===== src/pic_pkg.sv =====
// Shared types and constants for the priority interrupt controller.
// Holds the item structs, operation codes and the default parameter values.
// No dependencies.
package pic_pkg;

    localparam int PIC_NUM_LEVELS  = 5;
    localparam int PIC_COUNT_WIDTH = 24;

    localparam int LEVEL_W  = 3;
    localparam int MASK_W   = 4;
    localparam int PERIOD_W = 24;
    localparam int CAUSE_W  = 16;
    localparam int PC_W     = 32;
    localparam int VIDEO_W  = 16;
    localparam int PEND_W   = 5;

    localparam logic [1:0] OP_CHECK   = 2'd0;
    localparam logic [1:0] OP_REQUEST = 2'd1;
    localparam logic [1:0] OP_CLEAR   = 2'd2;

    localparam int TIMER_LEVEL = 1;
    localparam int VIDEO_LEVEL = 4;

    localparam logic [CAUSE_W-1:0]  CAUSE_BASE   = 16'hFE00;
    localparam logic [PERIOD_W-1:0] PERIOD_RESET = 24'd20000;

    typedef struct packed {
        logic [1:0]         operation;
        logic [LEVEL_W-1:0] level;
        logic               timer_underflow;
        logic [VIDEO_W-1:0] video_status;
        logic [VIDEO_W-1:0] video_enable;
        logic               int_disable;
        logic               exception_active;
        logic               nmi_active;
        logic [MASK_W-1:0]  mask_level;
        logic [PC_W-1:0]    current_pc;
    } in_item_t;

    typedef struct packed {
        logic               accepted;
        logic [LEVEL_W-1:0] accepted_level;
        logic [LEVEL_W-1:0] new_mask;
        logic [CAUSE_W-1:0] cause_code;
        logic [PC_W-1:0]    saved_pc;
        logic               frame_event;
        logic [PEND_W-1:0]  pending_out;
    } out_item_t;

endpackage


===== src/pic_core.sv =====
// Interrupt state and per-item evaluation: pending mask, frame tick counter,
// frame period register and the priority pick. Depends on pic_pkg.
module pic_core
    import pic_pkg::*;
#(
    parameter int NUM_LEVELS  = PIC_NUM_LEVELS,
    parameter int COUNT_WIDTH = PIC_COUNT_WIDTH
)
(
    input  logic                clk,
    input  logic                rst_n,
    input  logic                cfg_write,
    input  logic [PERIOD_W-1:0] cfg_wdata,
    input  logic                fire,
    input  in_item_t            item,
    output out_item_t           result
);

    localparam int CMP_W = (COUNT_WIDTH > PERIOD_W) ? COUNT_WIDTH : PERIOD_W;

    logic [NUM_LEVELS-1:0]  pending_reg, pending_next;
    logic [COUNT_WIDTH-1:0] tick_reg, tick_next;
    logic [PERIOD_W-1:0]    period_reg;

    logic [NUM_LEVELS-1:0]  lvl_hot, timer_hot, video_hot, top_hot;
    logic [NUM_LEVELS-1:0]  pend_mid;
    logic [COUNT_WIDTH-1:0] tick_inc, tick_upd;
    logic                   frame_wrap;
    logic                   video_hit;
    logic                   blocked;
    logic                   found;
    logic [LEVEL_W-1:0]     top_lvl;
    logic                   accept;

    always_comb
    begin
        for (int i = 0; i < NUM_LEVELS; i++)
        begin
            lvl_hot[i]   = (item.level == LEVEL_W'(i));
            timer_hot[i] = (i == TIMER_LEVEL);
            video_hot[i] = (i == VIDEO_LEVEL);
        end
    end

    assign tick_inc  = tick_reg + COUNT_WIDTH'(1);
    assign video_hit = |(item.video_status & item.video_enable);
    assign blocked   = item.int_disable | item.exception_active | item.nmi_active;

    always_comb
    begin
        pend_mid   = pending_reg;
        tick_upd   = tick_reg;
        frame_wrap = 1'b0;
        unique case (item.operation)
            OP_REQUEST: pend_mid = pending_reg | lvl_hot;
            OP_CLEAR:   pend_mid = pending_reg & ~lvl_hot;
            OP_CHECK:
            begin
                if (item.timer_underflow)
                begin
                    pend_mid = pending_reg | timer_hot;
                end
                if (period_reg != '0)
                begin
                    // A lowered period that the count already passed wraps at once.
                    if (CMP_W'(tick_inc) >= CMP_W'(period_reg))
                    begin
                        tick_upd   = '0;
                        frame_wrap = 1'b1;
                        if (video_hit)
                        begin
                            pend_mid = pend_mid | video_hot;
                        end
                    end
                    else
                    begin
                        tick_upd = tick_inc;
                    end
                end
            end
            default: ;
        endcase
    end

    // Highest set bit wins; acceptance then also needs a check item, no block flag and the mask compare.
    always_comb
    begin
        found   = 1'b0;
        top_lvl = '0;
        for (int i = 0; i < NUM_LEVELS; i++)
        begin
            if (pend_mid[i])
            begin
                found   = 1'b1;
                top_lvl = LEVEL_W'(i);
            end
        end
        for (int i = 0; i < NUM_LEVELS; i++)
        begin
            top_hot[i] = (top_lvl == LEVEL_W'(i));
        end
    end

    assign accept = (item.operation == OP_CHECK) && found && !blocked &&
                    ({1'b0, top_lvl} >= item.mask_level);

    assign pending_next = accept ? (pend_mid & ~top_hot) : pend_mid;
    assign tick_next    = tick_upd;

    always_comb
    begin
        result                = '0;
        result.frame_event    = frame_wrap;
        result.pending_out    = PEND_W'(pending_next);
        if (accept)
        begin
            result.accepted       = 1'b1;
            result.accepted_level = top_lvl;
            result.new_mask       = top_lvl + LEVEL_W'(1);
            result.cause_code     = CAUSE_BASE + CAUSE_W'({top_lvl, 4'b0000});
            result.saved_pc       = item.current_pc;
        end
    end

    always_ff @(posedge clk or negedge rst_n)
    begin
        if (!rst_n)
        begin
            pending_reg <= '0;
            tick_reg    <= '0;
            period_reg  <= PERIOD_RESET;
        end
        else
        begin
            if (fire)
            begin
                pending_reg <= pending_next;
                tick_reg    <= tick_next;
            end
            if (cfg_write)
            begin
                period_reg <= cfg_wdata;
            end
        end
    end

    a_frame_only_on_check: assert property (@(posedge clk) disable iff (!rst_n)
        (item.operation != OP_CHECK) |-> !result.frame_event)
        else $error("frame event on a non-check item");

    a_no_frame_when_off: assert property (@(posedge clk) disable iff (!rst_n)
        (period_reg == '0) |-> (!result.frame_event && tick_next == tick_reg))
        else $error("frame counter moved while disabled");

    a_accept_not_blocked: assert property (@(posedge clk) disable iff (!rst_n)
        result.accepted |-> (!blocked && item.operation == OP_CHECK))
        else $error("interrupt accepted while blocked");

endmodule


===== src/priority_interrupt_controller_core.sv =====
// Top level of the priority interrupt controller: input register, result
// register and handshake control around pic_core. Depends on pic_pkg, pic_core.
//
// Usage: items arrive on the in channel (in_valid, in_stall, in_item) and each
// item produces exactly one result on the out channel (out_valid, out_stall,
// out_item). An item is taken when valid is high and stall is low.
// The item waits in the input register while it is evaluated against the
// pending mask and frame counter, and the result is registered in the result
// register when the out channel can take it.
// Throughput is one item per cycle while the receiver does not stall; the
// pending mask and tick counter are updated when an item moves into the
// result register, so consecutive items see each other's effects in order.
// When the receiver stalls, the result holds; the input register still takes
// one more item, after which in_stall rises until the result drains.
// The frame period is written through cfg_write/cfg_wdata; the user must
// write it only while the block is idle; the block itself does not enforce this.
// Reset clears the pending mask and tick counter, empties both registers
// and loads the frame period with 20000.
module priority_interrupt_controller_core
    import pic_pkg::*;
#(
    parameter int NUM_LEVELS  = PIC_NUM_LEVELS,
    parameter int COUNT_WIDTH = PIC_COUNT_WIDTH
)
(
    input  logic                clk,
    input  logic                rst_n,
    input  logic                cfg_write,
    input  logic [PERIOD_W-1:0] cfg_wdata,
    input  logic                in_valid,
    output logic                in_stall,
    input  in_item_t            in_item,
    output logic                out_valid,
    input  logic                out_stall,
    output out_item_t           out_item
);

    logic      in_valid_reg, in_valid_next;
    in_item_t  in_item_reg;
    logic      out_valid_reg, out_valid_next;
    out_item_t out_item_reg;
    out_item_t core_result;
    logic      in_load;
    logic      advance;

    assign advance  = in_valid_reg && (!out_valid_reg || !out_stall);
    assign in_stall = in_valid_reg && out_valid_reg && out_stall;
    assign in_load  = in_valid && !in_stall;

    assign in_valid_next  = in_load ? 1'b1 : (advance ? 1'b0 : in_valid_reg);
    assign out_valid_next = advance ? 1'b1 : (out_valid_reg && out_stall);

    pic_core #(
        .NUM_LEVELS  (NUM_LEVELS),
        .COUNT_WIDTH (COUNT_WIDTH)
    ) u_core (
        .clk       (clk),
        .rst_n     (rst_n),
        .cfg_write (cfg_write),
        .cfg_wdata (cfg_wdata),
        .fire      (advance),
        .item      (in_item_reg),
        .result    (core_result)
    );

    always_ff @(posedge clk or negedge rst_n)
    begin
        if (!rst_n)
        begin
            in_valid_reg  <= 1'b0;
            out_valid_reg <= 1'b0;
        end
        else
        begin
            in_valid_reg  <= in_valid_next;
            out_valid_reg <= out_valid_next;
        end
    end

    always_ff @(posedge clk)
    begin
        if (in_load)
        begin
            in_item_reg <= in_item;
        end
        if (advance)
        begin
            out_item_reg <= core_result;
        end
    end

    assign out_valid = out_valid_reg;
    assign out_item  = out_item_reg;

    a_advance_fills_out: assert property (@(posedge clk) disable iff (!rst_n)
        advance |=> out_valid_reg)
        else $error("item moved but no result was shown");

    a_idle_fields_zero: assert property (@(posedge clk) disable iff (!rst_n)
        (out_valid_reg && !out_item_reg.accepted) |->
        (out_item_reg.accepted_level == '0 && out_item_reg.new_mask == '0 &&
         out_item_reg.cause_code == '0 && out_item_reg.saved_pc == '0))
        else $error("result fields set without an accepted interrupt");

    a_accept_fields_agree: assert property (@(posedge clk) disable iff (!rst_n)
        (out_valid_reg && out_item_reg.accepted) |->
        (out_item_reg.new_mask == out_item_reg.accepted_level + LEVEL_W'(1) &&
         out_item_reg.cause_code ==
         CAUSE_BASE + CAUSE_W'({out_item_reg.accepted_level, 4'b0000})))
        else $error("accepted interrupt fields disagree");

endmodule

===== config.mk =====
export PLATFORM = sky130hd
export DESIGN_NAME = priority_interrupt_controller_core
export DESIGN_NICKNAME = d
export VERILOG_FILES = /design/src/pic_pkg.sv /design/src/pic_core.sv /design/src/priority_interrupt_controller_core.sv
export SDC_FILE = /design/constraint.sdc
export NUM_CORES = 1
export LEC_CHECK = 0
export ABC_AREA = 1
export CAP_MARGIN = 20
export CORE_MARGIN = 2
export CORE_UTILIZATION = 60
export CTS_CLUSTER_SIZE = 10
export DETAILED_ROUTE_END_ITERATION = 16
export DONT_BUFFER_PORTS = 1
export MAX_ROUTING_LAYER = met4
export PLACE_DENSITY_LB_ADDON = 0.05
export SETUP_SLACK_MARGIN = 0.2
export SLEW_MARGIN = 20
export SYNTH_ARGS = -nofsm -noshare
export SYNTH_HDL_FRONTEND = slang
export SYNTH_SLANG_ARGS = --single-unit

===== constraint.sdc =====
create_clock -name clk -period 12.7 [get_ports clk]
set_clock_uncertainty 0.15 [all_clocks]
set_input_delay 0 -clock clk [delete_from_list [all_inputs] [get_ports clk]]
set_output_delay 0 -clock clk [all_outputs]
set_load 0.02 [all_outputs]

==> impl_metrics.tcl, run 1 <==
set metrics [dict create \
    synth_area_um2 7983 \
    syn_avg_cell_area_um2 10.89 \
    wirelength_um 19230 \
    clk_path_buf_depth 2 \
    synthCells 733 \
    cp-end-kind "flop" \
    via_per_inst 5.282 \
    r2r_cells 36 \
    cts_root_buf "clkbuf_16" \
    cp_top_family "simple AND/OR/NAND/NOR gates" \
    tightestPinTransition_ps 656.2 \
    ctsResizeCount 0 \
    final_area_um2 10260 \
    synthFlopType "edfxtp_1" \
    maxCapViolations 0 \
    crit_path_top_delay_cell "dfrtp_1" \
    die_w_um 119.3 \
    grt_pass1_wl_um 30380 \
    clk_latency_ps 440 \
    fillers 798 \
    synth_xor_area_share_pct 2.179 \
    fin_nets 1028 \
    fin_util_pct 78.07 \
    worst-path-stages 36 \
    io_buffers 0 \
    path_max_fanout 35 \
    finalWeightedCongestion 0.8888 \
    drv_slew 0 \
    p_switching_uw 546.1 \
    synth_seq_cells 178 \
    cts_made_buffers 17 \
    synthAdderAreaFrac_pct 5.172 \
    total_power_mw 1.660 \
    yosys.area.top_type "edfxtp_1" \
    synth_warnings 0 \
    wl_per_cell_um 17.81 \
    p_clk_share_pct 30.9 \
    synth_cell_type_count 42 \
    grt_overflow_total 0 \
    fp-row-count 42 \
    antenna_found_initial 2 \
    synth_mux_area_share_pct 0 \
    setup_tns_ps 0 \
    synth_compound_area_share_pct 5.486 \
    cts_tree "built" \
    cp.arrival_ps 5720 \
    p_leak_nw 4.554 \
    rsz0062_at_grt "false" \
    clk_pin_slew_ps 80 \
    areaGrowthSynthToFinish_pct 28.48 \
    period_minus_slack_ps 5708 \
    required_ps 12710 \
    grt_pass1_vias 6052 \
    status "completed" \
    power_frac_seq_pct 47.3 \
    max_freq_mhz 175.2 \
    crit_top_cell "nand2_1" \
    hold_viol 0 \
    drive_gt1_share_pct 8.315 \
    synthSimpleGateAreaFrac_pct 14.91 \
    post-route-period-util_pct 44.94 \
    grt_max_degree 56 \
    drt_iter0_drc 442 \
    vias 5705 \
    grt_usage_pct 29.30 \
    start_util_pct 60.76 \
    crit_path_start_kind "flop" \
    r2r_setup_slack_ps 6990 \
    critPathMaxStageDelay_ps 400 \
    fp.dieH_um 119.3 \
    cts.sink_count 178 \
    synth.area.top_cells "edfxtp_1 (46%), dfrtp_1 (16%), nand2_1 (6.6%)" \
    crit_type "reg -> reg" \
    first_pass_iters 5 \
    powerDensity_nw_per_um2 161.9 \
    largest_reg_flops 77 \
    async_flop_share_pct 30.90 \
    placed_area_um2 8069 \
    hpwlAfterDp_um 10750 \
    hold_class "in -> async" \
    io-pin-count 169 \
    synth_top_family_by_area "simple AND/OR/NAND/NOR gates" \
    synth_commonest_cells "nand2_1 (140), inv_1 (127), edfxtp_1 (123), nor2_1 (63), dfrtp_1 (50)" \
    hold_buffers 155 \
    final_antenna_net_count 0 \
    die_area_um2 14240 \
    p_comb_share_pct 21.8 \
    yosysSeqAreaShare_pct 63.59 \
    synth_top_area_share_pct 46.27 \
    fp.coreArea_um2 13140 \
    h-tree-depth 4 \
    vdd_drop_max_mv 0.1287 \
    drc 0 \
    yosysMostFrequentCell "nand2_1" \
    post-cts-setup-buffer-count 0 \
    internal_power_mw 1.114 \
    swShare_pct 32.89 \
    setup_violations 0 \
    synth-edff-count 123 \
    slew_headroom_pct 56.25 \
    cp_num_buf_inv 6 \
]
-- metrics by stage --
step,instances,worst slack [ps],hold slack [ps]
4_1_cts,1078,7065,13.41
6_report,1080,6992,33.25
5_1_grt,1080,6470,26.31
3_3_place_gp,891,7330,-443.9
2_1_floorplan,738,7965,-445.6
3_5_place_dp,891,7107,-442.6
-- final timing paths --
check                                 startpoint                     to
hold / removal                             rst_n   u_core.period_reg[5]
max in group asynchronous                  rst_n  u_core.period_reg[19]
setup reg to reg              u_core.tick_reg[0]           out_item[13]
setup / recovery              u_core.tick_reg[0]           out_item[13]
min in group clk                     in_item[49]        in_item_reg[49]
hold reg to reg            u_core.pending_reg[3]  u_core.pending_reg[3]
-- layer usage --
| layer | GRT usage, % | share of wire [%] | up-vias |
|---|---|---|---|
| li1 | - | - | 2680 |
| met1 | 32.09 | 38 | 2751 |
| met2 | 49.32 | 52 | 224 |
| met3 | 9.387 | 7.0 | 50 |
| met4 | 12.72 | 3.0 | 0 |
| met5 | - | 0 | - |
-- logic make-up after synthesis --
family | Yosys count
AND/OR/NAND/NOR | 266
other | 1
XOR/XNOR | 19
buffers and inverters | 161
flip-flops | 178
AO/OA/AOI/OAI | 75
adder cells (fa/ha/maj) | 33
-- cells in the final DEF, fill, tap and decap left out, types with 2 or more instances in the layout --
cell / n
a21o_1: 2
a21oi_1: 13
a22oi_1: 3
buf_16: 2
buf_4: 4
clkbuf_16: 17
clkinv_4: 3
clkinv_8: 3
conb_1: 6
dfrtp_1: 50
dfstp_2: 5
diode_2: 2
dlygate4sd3_1: 152
edfxtp_1: 123
ha_1: 33
inv_1: 125
inv_2: 8
inv_6: 2
inv_8: 5
nand2_1: 140
nand2_2: 5
nand3_1: 14
nand3_2: 2
nand3b_1: 3
nand4_1: 14
nor2_1: 63
nor2_2: 3
nor2_4: 3
nor3_1: 11
nor3_4: 3
o21ai_0: 43
o22ai_1: 7
o22ai_2: 2
xor2_1: 18
-- worst register-to-register path: cells and delay by family (launching register included) --
kind	cells	cell delay, ps
flops	1	400
xor+xnor	1	240
simple gates	23	2590
buf+inv	6	760
compound gates	3	520
fa+ha+maj	3	760
-- power groups by stage --
stage	logic [mW]	clock network, mW	registers, mW
2_1_floorplan	0.240	0	0.779
3_3_place_gp	0.283	0	0.790
3_5_place_dp	0.300	0	0.793
4_1_cts	0.352	0.515	0.782
5_1_grt	0.407	0.541	0.793
6_report	0.362	0.513	0.786
-- area by class of cell --
cell class                 count  area (um^2)  share of cell area [%]
sequential                   178         5076                   49.49
clock buffer                  17        425.4                   4.148
clock inverter                15        160.2                   1.562
multi-input combinational    399         2237                   21.81
timing repair buffer         159         1627                   15.86
tap                          176        220.2                   2.147
antenna                        2        5.005                 0.04880
inverter                     134        505.5                   4.929
No activity file was read; power rests on OpenSTA's default activity.
==> inputs of run 2 (changes only) <==
--- a/config.mk
+++ b/config.mk
@@ -5,7 +5,7 @@
 export SDC_FILE = /design/constraint.sdc
 export NUM_CORES = 1
 export LEC_CHECK = 0
-export ABC_AREA = 1
+export ABC_AREA = 0
 export CAP_MARGIN = 20
 export CORE_MARGIN = 2
 export CORE_UTILIZATION = 60
==> constraint.sdc (replaced) <==
create_clock -name clk -period 5.7 [get_ports clk]
set_clock_uncertainty 0.15 [all_clocks]
set_input_delay 0 -clock clk [delete_from_list [all_inputs] [get_ports clk]]
set_output_delay 0 -clock clk [all_outputs]
set_load 0.02 [all_outputs]
==> impl_metrics.tcl, run 2 <==
set metrics [dict create \
    multi_input_area_um2 2480 \
    grt_pass1_wl_um 29190 \
    grt_max_degree 78 \
    drv_slew 0 \
    fin_util_pct 79.82 \
    fillers 743 \
    p_leak_nw 4.097 \
    via_per_inst 5.645 \
    syn_avg_cell_area_um2 12.80 \
    drt_iter0_drc 531 \
    fp-row-count 41 \
    io_buffers 0 \
    synth_seq_cells 178 \
    tightestPinTransition_ps 1055 \
    setup_violations 0 \
    crit_path_start_kind "flop" \
    final_antenna_net_count 0 \
    vias 5351 \
    yosys.area.top_type "edfxtp_1" \
    largest_reg_flops 77 \
    final_common_cell "dlygate4sd3_1" \
    setup_tns_ps 0 \
    h-tree-depth 4 \
    grt_usage_pct 28.34 \
    max_freq_mhz 193.9 \
    hold_viol 0 \
    synth-edff-count 123 \
    whs_ps 37.71 \
    die_w_um 118.2 \
    post-route-period-util_pct 90.49 \
    first_pass_iters 5 \
    maxCapViolations 0 \
    start_util_pct 61.81 \
    rsz0062_at_grt "false" \
    finalWeightedCongestion 0.9077 \
    seq_area_um2 5077 \
    cts.sink_count 178 \
    grt_overflow_total 0 \
    cp.arrival_ps 5370 \
    period_minus_slack_ps 5158 \
    synth_top_area_share_pct 47.16 \
    synthFlopType "edfxtp_1" \
    synth_cell_type_count 50 \
    wl_per_cell_um 19.62 \
    timing.rr.end "u_core.pending_reg[0]" \
    async_flop_share_pct 30.90 \
    clk_latency_ps 430 \
    synthCells 612 \
    path_max_fanout 7 \
    grt_pass1_vias 5496 \
    required_ps 5910 \
    io-pin-count 169 \
    clk_pin_slew_ps 70 \
    synth_warnings 0 \
    crit_type "reg -> reg" \
    hold_class "in -> async" \
    synth.area.top_cells "edfxtp_1 (47%), dfrtp_1 (16%), ha_1 (5.3%)" \
    status "completed" \
    r2r_cells 22 \
    crit_start "u_core.tick_reg[1]" \
    drc 0 \
    drive_gt1_share_pct 8.774 \
    synth_commonest_cells "edfxtp_1 (123), nand2_1 (64), dfrtp_1 (50), o21ai_0 (49), and2_1 (40)" \
    r2r_start "u_core.tick_reg[1]" \
    yosysMostFrequentCell "edfxtp_1" \
    fp.coreArea_um2 12670 \
    clk_path_buf_depth 2 \
    cts_tree "built" \
    yosysSeqAreaShare_pct 64.82 \
    cp-end-kind "flop" \
    fp.dieH_um 118.2 \
    layout_common_cells "dlygate4sd3_1 (150), edfxtp_1 (123), nand2_1 (64), dfrtp_1 (49), o21ai_0 (48)" \
    synth_area_um2 7831 \
    wirelength_um 18600 \
    fin_nets 901 \
    areaGrowthSynthToFinish_pct 29.14 \
    slew_headroom_pct 29.65 \
    antenna_found_initial 1 \
    cts_made_buffers 17 \
    die_area_um2 13980 \
    r2r_setup_slack_ps 540 \
    cts_root_buf "clkbuf_16" \
    vdd_drop_max_mv 0.3403 \
    powerDensity_nw_per_um2 313.8 \
    hpwlAfterDp_um 10310 \
]
run 2: cell count changes after synthesis, sizes merged, moves of 13 or more:
| cell | before | now |
|---|---|---|
| nand2 | 146 | 64 |
| and3 | 0 | 15 |
| a22o | 1 | 16 |
| inv | 134 | 31 |
| nor2 | 69 | 20 |
| and2 | 1 | 40 |
| nor2b | 0 | 13 |
run 2: layout make-up:
cell class,count,share of cell area [%]
timing repair buffer,159,16.16
antenna,1,0.02474
tap,172,2.128
inverter,31,1.151
multi-input combinational,375,24.52
clock inverter,11,1.262
sequential,178,50.20
clock buffer,21,4.553
run 2: worst max-delay path by stage:
| stage | slack [ps] | depth (start not counted) | endpoint |
|---|---|---|---|
| after global routing | 230 | 20 | out_item[26] |
| final | 540 | 22 | u_core.pending_reg[0] |
| after global placement | 320 | 21 | out_item[18] |
| after CTS | 390 | 22 | u_core.pending_reg[2] |
| after detailed placement | 80 | 21 | out_item[6] |
| after floorplan | 800 | 23 | out_item[30] |
run 2: through the flow:
stage / setup WS (ps) / instance area, um^2 / cells / power [mW]
5_1_grt: 231.5 / 10110 / 948 / 3.294
6_report: 542.0 / 10110 / 948 / 3.174
2_1_floorplan: 797.1 / 7850 / 617 / 1.818
3_5_place_dp: 80.97 / 7873 / 759 / 1.884
3_3_place_gp: 321.8 / 7873 / 759 / 1.872
4_1_cts: 386.5 / 10060 / 946 / 3.139
run 2: metal layers:
metal,up-vias,track usage (%),share of wire [%]
met3,37,6.033,5.8
met4,0,9.639,2.4
li1,2481,-,-
met2,225,49.64,53
met1,2608,32.36,39
met5,-,-,0
run 2: repair_timing:
action,in CTS,in global routing
cloned,1,0
gates resized for setup,1,9
endpoints found under the hold margin,160,0
setup buffers,1,1
setup endpoints to repair,37,46
pin swaps,1,0
hold buffers,153,0
run 2: worst max-delay path: stages, from the launching register on:
cell	delay (ps)
dfrtp_1	430
ha_2	260
and3_2	270
nand3_2	160
nor2_4	170
and2_1	180
xor2_1	180
ha_1	280
a21oi_1	150
nand2_1	70
a221oi_1	290
o21ai_1	150
o21ai_2	200
a21oi_2	100
or2_2	360
ha_1	290
nand2b_1	140
a21oi_1	140
nor2b_1	70
o211a_1	300
and2_1	250
a31oi_1	270
mux2_2	210
run 2: power breakdown:
| part | switching, mW | internal [mW] | leakage [nW] | total, mW |
|---|---|---|---|---|
| Clock | 0.497 | 0.673 | 0.282 | 1.17 |
| Combinational | 0.217 | 0.191 | 1.93 | 0.408 |
| Sequential | 0.0938 | 1.50 | 1.88 | 1.60 |
| Total | 0.808 | 2.37 | 4.10 | 3.17 |
run 2: cell families after synthesis:
group,count (synthesis),synth area share (%)
fa+ha+maj,33,5.272
simple gates,202,13.48
compound gates,106,8.835
other cells,1,0.04789
xor+xnor,22,2.460
mux,5,0.7189
flops,178,64.82
buf+inv,65,4.361
